[config.mk]
export PLATFORM = sky130hd
export DESIGN_NAME = joystick_deadzone_reporter
export DESIGN_NICKNAME = d
export VERILOG_FILES = /design/src/hdl/jdr_pkg.sv /design/src/hdl/jdr_divider.sv /design/src/hdl/jdr_scaler.sv /design/src/hdl/joystick_deadzone_reporter.sv
export SDC_FILE = /design/constraint.sdc
export NUM_CORES = 1
export LEC_CHECK = 0
export BUFFER_PORTS_ARGS = -buffer_cell sky130_fd_sc_hd__buf_2
export CAP_MARGIN = 5
export CORE_ASPECT_RATIO = 1.4
export CORE_MARGIN = 2
export CORE_UTILIZATION = 25
export CTS_CLUSTER_SIZE = 25
export DETAILED_ROUTE_END_ITERATION = 10
export SKIP_LAST_GASP = 1
export SYNTH_ARGS = -nofsm -noshare
export SYNTH_HDL_FRONTEND = slang
export SYNTH_SLANG_ARGS = --single-unit
[constraint.sdc]
create_clock -name clock -period 6.3 [get_ports clock]
set_input_delay 1.26 -clock clock [delete_from_list [all_inputs] [get_ports clock]]
set_output_delay 1.26 -clock clock [all_outputs]
set_load 0.01 [all_outputs]
[src/hdl/jdr_pkg.sv]
// Shared types and constants of the joystick deadzone reporter.
// No dependencies; every other file of the block imports this package.
package jdr_pkg;

   localparam int SAMPLE_BITS = 12;
   localparam int NUM_W       = 2 * SAMPLE_BITS;
   localparam int CHAN_MAX    = 4;
   localparam int CSR_W       = 16;
   localparam int CSR_IDX_W   = 3;
   localparam int SEND_W      = 10;
   localparam int DISP_W      = 16;

   localparam logic [SAMPLE_BITS-1:0] FULL_SCALE = {SAMPLE_BITS{1'b1}};

   // register indexes of the csr port
   localparam logic [CSR_IDX_W-1:0] CSR_RAW_MIN        = 3'd0;
   localparam logic [CSR_IDX_W-1:0] CSR_RAW_MAX        = 3'd1;
   localparam logic [CSR_IDX_W-1:0] CSR_NEUTRAL_LEVEL  = 3'd2;
   localparam logic [CSR_IDX_W-1:0] CSR_DEADZONE       = 3'd3;
   localparam logic [CSR_IDX_W-1:0] CSR_SEND_PERIOD    = 3'd4;
   localparam logic [CSR_IDX_W-1:0] CSR_DISPLAY_PERIOD = 3'd5;

   // reset values of the registers
   localparam logic [SAMPLE_BITS-1:0] RST_RAW_MIN        = 12'd120;
   localparam logic [SAMPLE_BITS-1:0] RST_RAW_MAX        = 12'd3000;
   localparam logic [SAMPLE_BITS-1:0] RST_NEUTRAL_LEVEL  = 12'd2048;
   localparam logic [SAMPLE_BITS-1:0] RST_DEADZONE       = 12'd300;
   localparam logic [SEND_W-1:0]      RST_SEND_PERIOD    = 10'd10;
   localparam logic [DISP_W-1:0]      RST_DISPLAY_PERIOD = 16'd500;

   localparam logic [1:0] MODE_WORK  = 2'd1;
   localparam logic [1:0] MODE_DRIVE = 2'd2;
   localparam logic [1:0] MODE_BTNS_RELEASED = 2'b11;
   localparam logic [1:0] IDLE_SAT = 2'd2;

   typedef struct packed {
      logic [SAMPLE_BITS-1:0] raw_min;
      logic [SAMPLE_BITS-1:0] raw_max;
      logic [SAMPLE_BITS-1:0] neutral_level;
      logic [SAMPLE_BITS-1:0] deadzone;
   } scale_cfg_type;

   typedef struct packed {
      logic busy;
      logic done;
   } scale_status_type;

endpackage

[src/hdl/jdr_divider.sv]
// Shared restoring divider: one quotient bit per cycle.
// Needs dividend[NUM_W-1:SAMPLE_BITS] < divisor. Depends on jdr_pkg.
module jdr_divider import jdr_pkg::*; (
   input  logic                   clock,
   input  logic                   reset,
   input  logic                   start_i,
   input  logic [NUM_W-1:0]       dividend_i,
   input  logic [SAMPLE_BITS-1:0] divisor_i,
   output logic                   done_o,
   output logic [SAMPLE_BITS-1:0] quotient_o
);

   localparam int CNT_W = $clog2(SAMPLE_BITS + 1);

   logic                   busy_ff, busy_in;
   logic                   done_ff, done_in;
   logic [CNT_W-1:0]       count_ff, count_in;
   logic [SAMPLE_BITS-1:0] rem_ff, rem_in;
   logic [SAMPLE_BITS-1:0] low_ff, low_in;
   logic [SAMPLE_BITS-1:0] quot_ff, quot_in;
   logic [SAMPLE_BITS-1:0] div_ff, div_in;
   logic [SAMPLE_BITS:0]   trial;
   logic                   fits;

   assign trial = {rem_ff, low_ff[SAMPLE_BITS-1]};
   assign fits  = trial >= {1'b0, div_ff};

   always_comb begin
      busy_in  = busy_ff;
      done_in  = 1'b0;
      count_in = count_ff;
      rem_in   = rem_ff;
      low_in   = low_ff;
      quot_in  = quot_ff;
      div_in   = div_ff;
      if (start_i) begin
         busy_in  = 1'b1;
         count_in = CNT_W'(SAMPLE_BITS);
         rem_in   = dividend_i[NUM_W-1:SAMPLE_BITS];
         low_in   = dividend_i[SAMPLE_BITS-1:0];
         div_in   = divisor_i;
      end else if (busy_ff) begin
         rem_in   = fits ? SAMPLE_BITS'(trial - {1'b0, div_ff}) : trial[SAMPLE_BITS-1:0];
         low_in   = {low_ff[SAMPLE_BITS-2:0], 1'b0};
         quot_in  = {quot_ff[SAMPLE_BITS-2:0], fits};
         count_in = count_ff - 1'b1;
         if (count_ff == CNT_W'(1)) begin
            busy_in = 1'b0;
            done_in = 1'b1;
         end
      end
   end

   always_ff @(posedge clock) begin
      if (reset) begin
         busy_ff <= 1'b0;
         done_ff <= 1'b0;
      end else begin
         busy_ff <= busy_in;
         done_ff <= done_in;
      end
      count_ff <= count_in;
      rem_ff   <= rem_in;
      low_ff   <= low_in;
      quot_ff  <= quot_in;
      div_ff   <= div_in;
   end

   assign done_o     = done_ff;
   assign quotient_o = quot_ff;

endmodule

[src/hdl/jdr_scaler.sv]
// Channel sequencer: clamps each sample, rescales it through the shared
// divider and checks it against the deadzone. Depends on jdr_pkg, jdr_divider.
module jdr_scaler import jdr_pkg::*; #(
   parameter int CHANNELS = 4
) (
   input  logic                   clock,
   input  logic                   reset,
   input  logic                   start_i,
   input  logic                   take_i,
   input  logic [SAMPLE_BITS-1:0] samples_i [CHAN_MAX],
   input  scale_cfg_type          cfg_i,
   output scale_status_type       status_o,
   output logic [SAMPLE_BITS-1:0] scaled_o [CHANNELS],
   output logic                   active_o
);

   localparam int CHAN_W = (CHANNELS > 1) ? $clog2(CHANNELS) : 1;

   typedef enum logic [4:0] {
      ST_IDLE   = 5'b00001,
      ST_SETUP  = 5'b00010,
      ST_DIVIDE = 5'b00100,
      ST_STORE  = 5'b01000,
      ST_DONE   = 5'b10000
   } state_type;

   state_type              state_ff, state_in;
   logic [CHAN_W-1:0]      chan_ff, chan_in;
   logic                   active_ff, active_in;
   logic [SAMPLE_BITS-1:0] res_ff, res_in;
   logic [SAMPLE_BITS-1:0] samples_ff [CHANNELS];
   logic [SAMPLE_BITS-1:0] scaled_ff [CHANNELS];

   logic [SAMPLE_BITS-1:0] raw;
   logic [SAMPLE_BITS-1:0] offset;
   logic [SAMPLE_BITS-1:0] span;
   logic [NUM_W-1:0]       numerator;
   logic [SAMPLE_BITS-1:0] axis_dist;
   logic                   div_start;
   logic                   div_done;
   logic [SAMPLE_BITS-1:0] quotient;
   logic                   last_chan;

   assign raw       = samples_ff[chan_ff];
   assign offset    = raw - cfg_i.raw_min;
   assign span      = cfg_i.raw_max - cfg_i.raw_min;
   // offset * FULL_SCALE as a shift and subtract
   assign numerator = {offset, {SAMPLE_BITS{1'b0}}} - {{SAMPLE_BITS{1'b0}}, offset};
   assign axis_dist = (res_ff > cfg_i.neutral_level) ? res_ff - cfg_i.neutral_level
                                                     : cfg_i.neutral_level - res_ff;
   assign last_chan = chan_ff == CHAN_W'(CHANNELS - 1);

   jdr_divider u_divider (
      .clock      (clock),
      .reset      (reset),
      .start_i    (div_start),
      .dividend_i (numerator),
      .divisor_i  (span),
      .done_o     (div_done),
      .quotient_o (quotient)
   );

   always_comb begin
      state_in  = state_ff;
      chan_in   = chan_ff;
      active_in = active_ff;
      res_in    = res_ff;
      div_start = 1'b0;
      unique case (state_ff)
         ST_IDLE: begin
            if (start_i) begin
               chan_in   = '0;
               active_in = 1'b0;
               state_in  = ST_SETUP;
            end
         end
         ST_SETUP: begin
            // clamped samples skip the divider
            if (cfg_i.raw_max <= cfg_i.raw_min || raw <= cfg_i.raw_min) begin
               res_in   = '0;
               state_in = ST_STORE;
            end else if (raw >= cfg_i.raw_max) begin
               res_in   = FULL_SCALE;
               state_in = ST_STORE;
            end else begin
               div_start = 1'b1;
               state_in  = ST_DIVIDE;
            end
         end
         ST_DIVIDE: begin
            if (div_done) begin
               res_in   = quotient;
               state_in = ST_STORE;
            end
         end
         ST_STORE: begin
            if (axis_dist > cfg_i.deadzone) begin
               active_in = 1'b1;
            end
            if (last_chan) begin
               state_in = ST_DONE;
            end else begin
               chan_in  = chan_ff + 1'b1;
               state_in = ST_SETUP;
            end
         end
         ST_DONE: begin
            if (take_i) begin
               state_in = ST_IDLE;
            end
         end
         default: state_in = ST_IDLE;
      endcase
   end

   always_ff @(posedge clock) begin
      if (reset) begin
         state_ff <= ST_IDLE;
      end else begin
         state_ff <= state_in;
      end
      chan_ff   <= chan_in;
      active_ff <= active_in;
      res_ff    <= res_in;
      if (state_ff == ST_IDLE && start_i) begin
         for (int i = 0; i < CHANNELS; i++) begin
            samples_ff[i] <= samples_i[i];
         end
      end
      if (state_ff == ST_STORE) begin
         scaled_ff[chan_ff] <= res_ff;
      end
   end

   assign status_o.busy = state_ff != ST_IDLE;
   assign status_o.done = state_ff == ST_DONE;
   assign scaled_o      = scaled_ff;
   assign active_o      = active_ff;

endmodule

[src/hdl/joystick_deadzone_reporter.sv]
// Joystick deadzone reporter, top level. Depends on jdr_pkg, jdr_scaler.
// Holds the csr registers, the per-tick counters and the result register.
//
// One request beat is one tick. The four samples are rescaled one after another
// by a single restoring divider that yields one quotient bit per cycle, and
// clamped channels skip the divider. req_tready stays low from the accepted
// beat until its result has moved into the response register; one finished
// result may wait there while the next tick is being worked on. csr writes take
// effect at once and are meant to be issued only while the block is idle.
module joystick_deadzone_reporter import jdr_pkg::*; #(
   parameter int CHANNELS = 4
) (
   input  logic                 clock,
   input  logic                 reset,
   input  logic                 req_tvalid,
   output logic                 req_tready,
   // buttons[3:0], adc_ch0[15:4], adc_ch1[27:16], adc_ch2[39:28],
   // adc_ch3[51:40], zero fill [55:52]
   input  logic [55:0]          req_tdata,
   output logic                 rsp_tvalid,
   input  logic                 rsp_tready,
   // mode[1:0], bucket_down_report[2], bucket_up_report[3], work_pressed[4],
   // drive_pressed[5], joystick_report[6], neutral_report[7],
   // display_refresh[8], scaled_ch0[20:9], scaled_ch1[32:21],
   // scaled_ch2[44:33], scaled_ch3[56:45], zero fill [63:57]
   output logic [63:0]          rsp_tdata,
   input  logic                 csr_wen,
   input  logic [CSR_IDX_W-1:0] csr_index,
   input  logic [CSR_W-1:0]     csr_wdata
);

   // csr registers
   logic [SAMPLE_BITS-1:0] raw_min_ff, raw_max_ff, neutral_level_ff, deadzone_ff;
   logic [SEND_W-1:0]      send_period_ff;
   logic [DISP_W-1:0]      display_period_ff;

   // tick state
   logic [1:0]             current_mode_ff, current_mode_in;
   logic [1:0]             last_mode_btns_ff, last_mode_btns_in;
   logic [SEND_W-1:0]      send_count_ff, send_count_in;
   logic [DISP_W-1:0]      display_count_ff, display_count_in;
   logic [1:0]             idle_count_ff, idle_count_in;
   logic [3:0]             buttons_ff;

   // response register
   logic                   rsp_valid_ff, rsp_valid_in;
   logic [63:0]            rsp_data_ff, rsp_data_in;

   scale_cfg_type          scale_cfg;
   scale_status_type       scale_status;
   logic [SAMPLE_BITS-1:0] samples [CHAN_MAX];
   logic [SAMPLE_BITS-1:0] scaled [CHANNELS];
   logic [SAMPLE_BITS-1:0] scaled_out [CHAN_MAX];
   logic                   active;
   logic                   req_accept;
   logic                   load;

   logic                   send_tick;
   logic                   bucket_down, bucket_up, work_pressed, drive_pressed;
   logic                   joy_report, neutral_report, display_refresh;
   logic [1:0]             pressed;
   logic [1:0]             idle_next;
   logic [DISP_W-1:0]      disp_next;
   logic [SEND_W-1:0]      period;
   logic [SEND_W:0]        send_next;

   assign req_tready = !scale_status.busy;
   assign req_accept = req_tvalid && req_tready;
   assign load       = scale_status.done && (!rsp_valid_ff || rsp_tready);

   always_comb begin
      for (int i = 0; i < CHAN_MAX; i++) begin
         samples[i] = req_tdata[4 + i*SAMPLE_BITS +: SAMPLE_BITS];
      end
   end

   assign scale_cfg.raw_min       = raw_min_ff;
   assign scale_cfg.raw_max       = raw_max_ff;
   assign scale_cfg.neutral_level = neutral_level_ff;
   assign scale_cfg.deadzone      = deadzone_ff;

   jdr_scaler #(
      .CHANNELS (CHANNELS)
   ) u_scaler (
      .clock     (clock),
      .reset     (reset),
      .start_i   (req_accept),
      .take_i    (load),
      .samples_i (samples),
      .cfg_i     (scale_cfg),
      .status_o  (scale_status),
      .scaled_o  (scaled),
      .active_o  (active)
   );

   // unused channels report zero
   for (genvar g = 0; g < CHAN_MAX; g++) begin : g_out
      if (g < CHANNELS) begin : g_used
         assign scaled_out[g] = scaled[g];
      end else begin : g_unused
         assign scaled_out[g] = '0;
      end
   end

   // tick bookkeeping, applied when the result is loaded
   always_comb begin
      send_tick     = send_count_ff == '0;
      bucket_down   = send_tick && !buttons_ff[0];
      bucket_up     = send_tick && !buttons_ff[3];

      pressed       = last_mode_btns_ff & ~buttons_ff[2:1];
      work_pressed  = pressed[0];
      drive_pressed = pressed[1];
      current_mode_in = current_mode_ff;
      if (drive_pressed) begin
         current_mode_in = MODE_DRIVE;
      end else if (work_pressed) begin
         current_mode_in = MODE_WORK;
      end
      last_mode_btns_in = buttons_ff[2:1];

      idle_next      = (idle_count_ff < IDLE_SAT) ? idle_count_ff + 1'b1 : idle_count_ff;
      joy_report     = send_tick && active;
      neutral_report = send_tick && !active && idle_next == 2'd1;
      idle_count_in  = idle_count_ff;
      if (send_tick) begin
         idle_count_in = active ? 2'd0 : idle_next;
      end

      disp_next        = display_count_ff + 1'b1;
      display_refresh  = disp_next >= display_period_ff;
      display_count_in = display_refresh ? '0 : disp_next;

      period        = (send_period_ff == '0) ? SEND_W'(1) : send_period_ff;
      send_next     = {1'b0, send_count_ff} + 1'b1;
      send_count_in = (send_next >= {1'b0, period}) ? '0 : send_next[SEND_W-1:0];

      rsp_data_in = {7'd0,
                     scaled_out[3], scaled_out[2], scaled_out[1], scaled_out[0],
                     display_refresh, neutral_report, joy_report,
                     drive_pressed, work_pressed, bucket_up, bucket_down,
                     current_mode_in};
   end

   always_comb begin
      rsp_valid_in = rsp_valid_ff;
      if (load) begin
         rsp_valid_in = 1'b1;
      end else if (rsp_tready) begin
         rsp_valid_in = 1'b0;
      end
   end

   always_ff @(posedge clock) begin
      if (reset) begin
         raw_min_ff        <= RST_RAW_MIN;
         raw_max_ff        <= RST_RAW_MAX;
         neutral_level_ff  <= RST_NEUTRAL_LEVEL;
         deadzone_ff       <= RST_DEADZONE;
         send_period_ff    <= RST_SEND_PERIOD;
         display_period_ff <= RST_DISPLAY_PERIOD;
      end else if (csr_wen) begin
         unique case (csr_index)
            CSR_RAW_MIN:        raw_min_ff        <= csr_wdata[SAMPLE_BITS-1:0];
            CSR_RAW_MAX:        raw_max_ff        <= csr_wdata[SAMPLE_BITS-1:0];
            CSR_NEUTRAL_LEVEL:  neutral_level_ff  <= csr_wdata[SAMPLE_BITS-1:0];
            CSR_DEADZONE:       deadzone_ff       <= csr_wdata[SAMPLE_BITS-1:0];
            CSR_SEND_PERIOD:    send_period_ff    <= csr_wdata[SEND_W-1:0];
            CSR_DISPLAY_PERIOD: display_period_ff <= csr_wdata[DISP_W-1:0];
            default: ;
         endcase
      end
   end

   always_ff @(posedge clock) begin
      if (reset) begin
         current_mode_ff   <= MODE_WORK;
         last_mode_btns_ff <= MODE_BTNS_RELEASED;
         send_count_ff     <= '0;
         display_count_ff  <= '0;
         idle_count_ff     <= '0;
         rsp_valid_ff      <= 1'b0;
      end else begin
         rsp_valid_ff <= rsp_valid_in;
         if (load) begin
            current_mode_ff   <= current_mode_in;
            last_mode_btns_ff <= last_mode_btns_in;
            send_count_ff     <= send_count_in;
            display_count_ff  <= display_count_in;
            idle_count_ff     <= idle_count_in;
         end
      end
      if (req_accept) begin
         buttons_ff <= req_tdata[3:0];
      end
      if (load) begin
         rsp_data_ff <= rsp_data_in;
      end
   end

   assign rsp_tvalid = rsp_valid_ff;
   assign rsp_tdata  = rsp_data_ff;

`ifndef NO_ASSERTIONS
   a_busy_after_accept: assert property (@(posedge clock) disable iff (reset)
      req_accept |=> !req_tready)
      else $error("request accepted while a tick was still in work");

   a_mode_legal: assert property (@(posedge clock) disable iff (reset)
      current_mode_ff == MODE_WORK || current_mode_ff == MODE_DRIVE)
      else $error("mode left the work and drive codes");

   a_reports_exclusive: assert property (@(posedge clock) disable iff (reset)
      rsp_valid_ff |-> !(rsp_data_ff[6] && rsp_data_ff[7]))
      else $error("joystick and neutral report in one beat");

   a_load_frees_scaler: assert property (@(posedge clock) disable iff (reset)
      load |=> !scale_status.busy)
      else $error("scaler still busy after its result was loaded");
`endif

endmodule
==> results.cfg <==
[route]
routed_wl_um = 42080
antenna_left = 0
wl_per_cell_um = 16.18
viasPerCell = 4.625
drcViolationCount = 0
vias = 12030
drt-initial-drc-count = 676
drt-pass1-iter-count = 5

[worst_setup_path]
reg2reg_slack_ns = 1.46
cp-end-kind = flop
cp.arrival_ns = 5.17
critPathKind = reg -> reg
start_kind = flop
worstPathRequired_ns = 6.64
crit_fanout = 13

[placement]
postPlaceCellArea_um2 = 18680
dp_slack_ns = 1.420
place_hpwl_um = 31240
port_buffers = 134
globalplace.congestion = 0.8595

[sta]
fin_ws_ns = 1.464
fmaxAchievable_mhz = 206.8
slew_headroom_pct = 22.54
tightestPinTransition_ns = 1.162
finalHoldViolCount = 0
report.final.slew_viol_count = 0
fin_crit_sh_pct = 76.77
setup_viol = 0
fin_crit_ns = 4.836
rsz0062_at_grt = false
tns_ns = 0
fin_skew_ns = 0.02878

[status]
run_status = completed

[grt]
grt_pass1_vias = 11940
overflow = 0
grt_pass1_wl_um = 64690
grt_max_degree = 68
track_usage_pct = 11.72
antenna_found_initial = 0

[hold_path]
hold_class = reg -> reg

[power]
power_mw = 6.946
ir_drop_mv = 0.2157
p_leak_nw = 7.716
p_per_area_nw_per_um2 = 346.8

[synthesis]
synth_flop_cell = edfxtp_1
syn_avg_cell_area_um2 = 10.81
syn_area_um2 = 17070
yosys_warnings = 0
synth-seq-cells = 340
yosysSeqAreaShare_pct = 52.79
synth_edf_count = 220
ys_types = 86
syn_inst = 1578
async_flop_share_pct = 0

[clocking]
cts_buffers = 38
cts_tree = built
cts-root-buf = clkbuf_16
cts_resized = 0
clock_path_buffers = 3
cts_sinks = 340
postCtsHoldBufs = 0
path_clk_slew_ns = 0.07
clkLatencyLatePin_ns = 0.58
cts-htree-levels = 2
cts_setup_buffers = 0

[final_layout]
drive_gt1_share_pct = 15.01
synthToLayoutAreaGrowth_pct = 17.38
postLayoutCellArea_um2 = 20030
nNetsFinal = 1918
antenna_cells = 0

[job]
max_cap_violations = 0

[die]
rows = 113
core_um2 = 67720
die_width_um = 224.8
dieArea_um2 = 70400
fp.dieH_um = 313.1
start_util_pct = 25.20
pin_count = 146
==> report_power, final <==
part / internal, mW / leakage (nW) / switching [mW]
Sequential: 2.59 / 2.98 / 0.0984
Clock: 1.40 / 0.652 / 0.974
Combinational: 0.751 / 4.08 / 1.13
Total: 4.75 / 7.72 / 2.20
==> state kept, by name (all words and copies together), names as in the netlist, 16 cells and up, named ones only <==
name	count
display_period_ff	16
rsp_tdata	57
u_scaler.scaled_o	48
display_count_ff	16
u_scaler.samples_ff	48
==> final cells by class <==
cell class	instances	area [um2]
multi-input combinational	1037	7279
clock buffer	42	987.2
inverter	145	544.3
fill	6951	47690
timing repair buffer	149	793.3
sequential	340	9009
tap	862	1079
clock inverter	26	339.1
==> final timing paths <==
| kind | from | end | cells after the start |
|---|---|---|---|
| setup reg to reg | u_scaler.res_ff[0] | u_scaler.active_o | 21 |
| hold / removal | u_scaler.scaled_o[22] | rsp_tdata[43] | 0 |
| hold reg to reg | u_scaler.scaled_o[22] | rsp_tdata[43] | 0 |
| setup / recovery | u_scaler.res_ff[0] | u_scaler.active_o | 21 |
==> synthesized netlist by cell type, types with 18 or more instances <==
master,n,area share [%]
a21o_1,40,1.8
a21oi_1,107,3.1
and3_1,18,0.66
clkbuf_1,42,0.92
dfxtp_1,120,14
edfxtp_1,220,39
ha_1,122,8.9
inv_1,142,3.1
nand2_1,190,4.2
nand2b_1,22,0.81
nand3_1,30,0.88
nor2_1,77,1.7
nor2b_1,22,0.81
nor3_1,25,0.73
o211ai_1,36,1.6
o21ai_0,49,1.4
xnor2_1,44,2.3
xor2_1,20,1.0
==> metrics by stage <==
| step | util, % | hold WS (ns) | cells |
|---|---|---|---|
| after global routing | 29.58 | 0.4262 | 2601 |
| after global placement | 27.58 | 0.4033 | 2531 |
| after detailed placement | 27.58 | 0.4045 | 2531 |
| final | 29.58 | 0.4195 | 2601 |
| after floorplan | - | 0.4003 | 1584 |
| after CTS | 29.54 | 0.4193 | 2599 |
==> cells in the final DEF (no fill, tap or decap), types with 7 or more instances in the layout <==
cell type / instances
nand3_1: 30
a211oi_1: 16
nor2b_1: 22
inv_1: 142
dfxtp_1: 120
buf_4: 13
mux4_2: 12
and2_1: 14
a21oi_1: 107
xnor2_1: 44
nor3_1: 25
nor4_1: 9
nand4_1: 13
mux2i_1: 17
o31ai_1: 12
a21o_1: 40
edfxtp_1: 220
xor2_1: 20
nand2b_1: 22
nor2_1: 77
o211ai_1: 36
o21ai_0: 48
a31oi_1: 12
a22o_1: 10
nand2_1: 190
o21a_1: 11
ha_1: 122
and3_1: 18
clkbuf_16: 39
conb_1: 7
buf_2: 134
==> critical path, stage by stage, from the launching register on <==
cell and delay [ns]:
edfxtp_1 0.49, inv_1 0.09, ha_1 0.16, inv_1 0.05, fa_1 0.39, a21oi_1 0.22
o221ai_1 0.22, a21oi_1 0.18, a21boi_0 0.15, o21a_1 0.45, nor3b_1 0.29, a31oi_1 0.08
xnor2_1 0.22, ha_1 0.28, a21o_1 0.16, a21o_1 0.17, a21o_1 0.17, a21o_1 0.17
a21o_1 0.17, a21o_1 0.17, a211oi_1 0.23, o21bai_1 0.09
==> cells by family after synthesis <==
logic type,after synthesis,share of synthesized area (%)
AOI/OAI and AO/OA,349,13.79
xor gates and xnor gates,66,3.475
adders and majority gates,127,9.531
buffers and inverters,207,4.788
DFF,340,52.79
muxes,33,2.845
other,1,0.02197
and+or+nand+nor,455,12.76
==> routing by layer <==
| metal | routed length, um | part of all wire [%] | GRT usage, % |
|---|---|---|---|
| met1 | 17200 | 41 | 13.20 |
| met2 | 21440 | 51 | 21.40 |
| met3 | 1744 | 4.1 | 1.987 |
| met4 | 1699 | 4.0 | 5.358 |
| met5 | 0 | 0 | 0 |
(Power assumes the default switching activity.)
